### config.mk
export PLATFORM = sky130hd
export DESIGN_NAME = skcw_ctrl
export DESIGN_NICKNAME = d
export VERILOG_FILES = /design/src/rtl/skcw_pkg.sv /design/src/rtl/skcw_ctrl.sv
export SDC_FILE = /design/constraint.sdc
export NUM_CORES = 1
export LEC_CHECK = 0
export BUFFER_PORTS_ARGS = -buffer_cell sky130_fd_sc_hd__buf_2
export CAP_MARGIN = 5
export CORE_AREA = 2 2 39 41
export DETAILED_ROUTE_END_ITERATION = 8
export DIE_AREA = 0 0 41 43
export PLACE_DENSITY = 0.3
export SYNTH_ARGS = -nofsm -noshare
export SYNTH_HDL_FRONTEND = slang
export SYNTH_SLANG_ARGS = --single-unit
### constraint.sdc
create_clock -name clk -period 1.5 [get_ports clk]
set_clock_uncertainty 0.05 [all_clocks]
set_input_delay 0.225 -clock clk [delete_from_list [all_inputs] [get_ports clk]]
set_output_delay 0.225 -clock clk [all_outputs]
set_load 0.01 [all_outputs]
### src/rtl/skcw_pkg.sv
`timescale 1ns / 1ps

package skcw_pkg;

  localparam int MAX_KEYWORDS = 16;
  localparam int KW_W = 4;
  localparam int KC_W = 5;
  localparam int QUEUE_DEPTH = 256;
  localparam int QADDR_W = 8;
  localparam int OCC_W = 9;
  localparam int POS_W = 16;
  localparam int CNT_W = 9;
  localparam int LEN_W = 17;
  localparam int ENTRY_W = POS_W + KW_W;
  localparam int IN_DATA_W = 8;
  localparam int OUT_DATA_W = 56;

  // Commands from the controller to the datapath.
  typedef struct packed {
    logic accept;    // take the request on the slave side
    logic pop;       // drop the queue front
    logic evaluate;  // compare the current window with the best one
    logic finish;    // load the result register and clear on end of text
  } dp_cmd_t;

  // Status from the datapath to the controller.
  typedef struct packed {
    logic kw_push;   // accepted request is a keyword that will be queued
    logic pop_ok;    // front keyword still occurs later in the queue
    logic out_free;  // result register can take a new result
  } dp_status_t;

endpackage

### src/rtl/skcw_ctrl.sv
`timescale 1ns / 1ps

module skcw_ctrl (
  input  logic                  clk,
  input  logic                  rst,
  input  logic                  s_tvalid,
  output logic                  s_tready,
  input  skcw_pkg::dp_status_t  status,
  output skcw_pkg::dp_cmd_t     cmd
);

  localparam logic [1:0] S_IDLE  = 2'd0;
  localparam logic [1:0] S_READ  = 2'd1;
  localparam logic [1:0] S_CHECK = 2'd2;
  localparam logic [1:0] S_DONE  = 2'd3;

  logic [1:0] state;
  logic [1:0] state_next;

  assign s_tready = (state == S_IDLE);

  always_comb begin
    state_next = state;
    cmd = '0;
    case (state)
      S_IDLE: begin
        if (s_tvalid) begin
          cmd.accept = 1'b1;
          state_next = status.kw_push ? S_READ : S_DONE;
        end
      end
      // The queue front is read in this cycle; its data is ready in the next.
      S_READ: begin
        state_next = S_CHECK;
      end
      S_CHECK: begin
        if (status.pop_ok) begin
          cmd.pop = 1'b1;
          state_next = S_READ;
        end else begin
          cmd.evaluate = 1'b1;
          state_next = S_DONE;
        end
      end
      S_DONE: begin
        if (status.out_free) begin
          cmd.finish = 1'b1;
          state_next = S_IDLE;
        end
      end
      default: begin
        state_next = S_IDLE;
      end
    endcase
  end

  always_ff @(posedge clk) begin
    if (rst) begin
      state <= S_IDLE;
    end else begin
      state <= state_next;
    end
  end

endmodule

# Word-level counts from Yosys, hierarchy flattened
# Cells that the tools add are included.
# Widths: inputs -> output; s select.
# word_totals
input_bits,6
output_inout_bits,5
register_bits,2
elab_cells,20
# op_classes
eq_ne,5
n_mux,12
reduce_logical,2
# ops
op,n
$mux 2,5
$pmux 2 s4,1
$mux 1,6
$eq 2x2->1 const B,2
$ne 2x2->1 const B,2
$eq 2x1->1 const B,1
$logic_not 2->1,1
$reduce_and 2->1,1

# Longest topological paths before layout
# logic_depth
word_depth,3
ltp_mapped,2
depth_no_buf,2

# Worst setup path after synthesis
# No wires, ideal clock.
# synth_timing
path_type,flip-flop to flip-flop
startpoint,register state[1]
endpoint,register state[1]
setup_ns,0.088
path_buffers,0
t_arrival_ns,0.919
stages_incl_launch_ff,3
slack_ns,0.443
period_less_slack_ns,1.057
path_cell_list,dfxtp_1 > or3b_1 > a311oi_2
# synth_between
elab_chain_cells,3
elab_cells_between_ends,8
cone_classes,5 x eq/ne; 1 x mux; 2 x reduce/logical
# synth_rtl
element,line,rtl
"start, declared",skcw_ctrl.sv:17,logic [1:0] state;
"start signal, assigned",skcw_ctrl.sv:61,state <= state_next;
$eq 2x2->1 / $logic_not 2->1 (equally long branches),skcw_ctrl.sv:25,case (state)
$ne 2x2->1 (no source line),-,
$reduce_and 2->1 (no source line),-,
# Parallel ways exist; a longest one is shown, timed or not.
# A chain may end at the register's enable or synchronous reset.

==> impl_metrics.tcl <==
set metrics [dict create \
    synth.yosys.seq_area_share_pct 31.4 \
    totalWireLength_um 377 \
    path_cells "and3_2 > buf_2" \
    synthCells 14 \
    wl_per_cell_um 8.77 \
    grt_max_degree 9 \
    largest-register "state" \
    clkLatencyLatePin_ns 0.22 \
    tightest_slew_ns 0.207 \
    yosys.area.top_type "dfxtp_1" \
    async_flop_share_pct 0 \
    crit_path_max_incr_delay_ns 0.42 \
    setup_viol 0 \
    synth-seq-cells 2 \
    crit_cells 2 \
    crit_buf_inv 1 \
    start_kind "flip-flop" \
    first_global_vias 138 \
    initial_core_util_pct 9.22 \
    via_count 151 \
    antenna_found_initial 0 \
    ioPinCount 11 \
    crit_start "state[1]" \
    worstPathArrival_ns 1.00 \
    r2r_cells 2 \
    port_buffers 10 \
    antenna_cells 0 \
    routed_via_density 3.51 \
    dr.pass1.iters 2 \
    max_slew_margin_pct 86.2 \
    clk_transition_reported_paths_ns 0.03 \
    slew_violations 0 \
    cap_violations 0 \
    max_freq_ghz 0.781 \
    drt.antenna.violating_nets 0 \
    hold_viol 0 \
    place_hpwl_um 285 \
    clockRootBuffer "clkbuf_4" \
    rsz0062_at_grt "false" \
    status "complete, no violations" \
    irDropWorstVdd_mv 0.198 \
    ctsResizeCount 0 \
    hp-class "in -> reg" \
    synth.area.top_cells "dfxtp_1 (31%), a311oi_2 (12%), and3_2 (12%)" \
    synth_edf_count 0 \
    tritoncts "yes" \
    cts_inserted_buffers 3 \
    ys_types 11 \
    ctsLongestPathBuffers 2 \
    r2r_slack_ns 0.38 \
    num_rows 14 \
    globalRouteOverflowTotal 0 \
    leakage_uw 0.000108 \
    endpoint "cmd[0]" \
    crit_required_ns 1.22 \
    top_regs "state x2" \
    drive_gt1_share_pct 59.3 \
    min_period_ns 1.28 \
    path_delay_family "flip-flops" \
    rr_startpoint "state[1]" \
    first_iter_violations 7 \
    area_delta_synth_final_pct 72.5 \
    worstSetupPathType "reg -> out" \
    tns_ns 0 \
    cts_setup_buffers 0 \
    synth_top_area_share_pct 31.4 \
    globalplace.congestion 0.644 \
    die_y_um 43 \
    r2r-end "state[1]" \
    drt_drc_violations_left 0 \
    end_kind "output port" \
    syn_avg_cell_area_um2 9.12 \
    hold_buffers 0 \
    num-fill-cells 157 \
    ys_top_cells_by_count "and3_2 (2), dfxtp_1 (2), or2b_1 (2)" \
    synth.net_count 20 \
    nets 35 \
    die_w_um 41 \
    die_area_um2 1760 \
    grt_use_total_pct 5.61 \
    synth_area_um2 128 \
    ys.flop_type "dfxtp_1" \
    cts_num_sinks 2 \
    period_share_pct 85.3 \
    htreeDepth 1 \
    ys_warn_count 0 \
    grt_pass1_wl_um 572 \
    cp_max_fo 8 \
    crit_slowest_cell "dfxtp_1" \
    postLayoutCoreUtil_pct 15.9 \
    largest_reg_flops 2 \
    core_area_um2 1380 \
    power.density_nw_per_um2 1060 \
]
## stage by stage
| stage | total power, uW | setup slack, ns | std cells | instance area, um2 | hold WS [ns] |
|---|---|---|---|---|---|
| 2_1_floorplan | 93.6 | 0.443 | 14 | 128 | 0.244 |
| 3_3_place_gp | 115 | 0.419 | 40 | 198 | 0.367 |
| 3_5_place_dp | 116 | 0.396 | 40 | 198 | 0.372 |
| 4_1_cts | 243 | 0.220 | 43 | 220 | 0.135 |
| 5_1_grt | 257 | 0.126 | 43 | 220 | 0.146 |
| 6_report | 233 | 0.220 | 43 | 220 | 0.147 |
## worst reg2reg max path, cell delays in order (launching register included)
cell	delay, ns
dfxtp_1	0.35
or3b_1	0.40
a311oi_2	0.23
## worst min path at each step
stage          from  endpoint  depth (start not counted)
2_1_floorplan   rst  state[0]                          1
3_5_place_dp    rst  state[0]                          2
5_1_grt         rst  state[0]                          2
6_report        rst  state[0]                          2
3_3_place_gp    rst  state[0]                          2
4_1_cts         rst  state[0]                          2
## routing by layer
layer / vias to the layer above / share of wire (%) / GRT usage (%)
met4: 0 / 0 / 8.00
met2: 11 / 33 / 5.00
met3: 0 / 16 / 3.14
met5: - / 0 / 0
met1: 64 / 50 / 7.01
li1: 76 / - / -
## report_power, final
group	total [uW]	switching [uW]	internal [uW]	leakage, uW
clock network	118	29.4	88.2	0.0000138
registers	67.4	7.92	59.5	0.0000167
logic	48.4	22.2	26.2	0.0000777
## area by class of cell
| class | count | area (um2) | share of cell area [%] |
|---|---|---|---|
| multi-input combinational | 11 | 83.8 | 38.1 |
| timing repair buffer | 10 | 50.0 | 22.7 |
| sequential | 2 | 40.0 | 18.2 |
| clock buffer | 3 | 22.5 | 10.2 |
| tap | 16 | 20.0 | 9.09 |
| inverter | 1 | 3.75 | 1.70 |
## kinds of logic after synthesis
logic type	Yosys count	share of synthesized area, %
simple gates	8	44.1
compound gates	3	21.6
flops	2	31.4
buf+inv	1	2.94
## placed cells by master, fill, tap and decap left out
cell | Yosys | routed
buf_2 | 0 | 10
clkbuf_4 | 0 | 3
and3_2 | 2 | 2
or2b_1 | 2 | 2
dfxtp_1 | 2 | 2
nor3b_1 | 1 | 1
nor2_1 | 1 | 1
inv_1 | 1 | 1
and2_1 | 1 | 1
or3b_1 | 1 | 1
a311oi_2 | 1 | 1
o21bai_1 | 1 | 1
a21oi_1 | 1 | 1
Power figures use the tool's default switching activity.
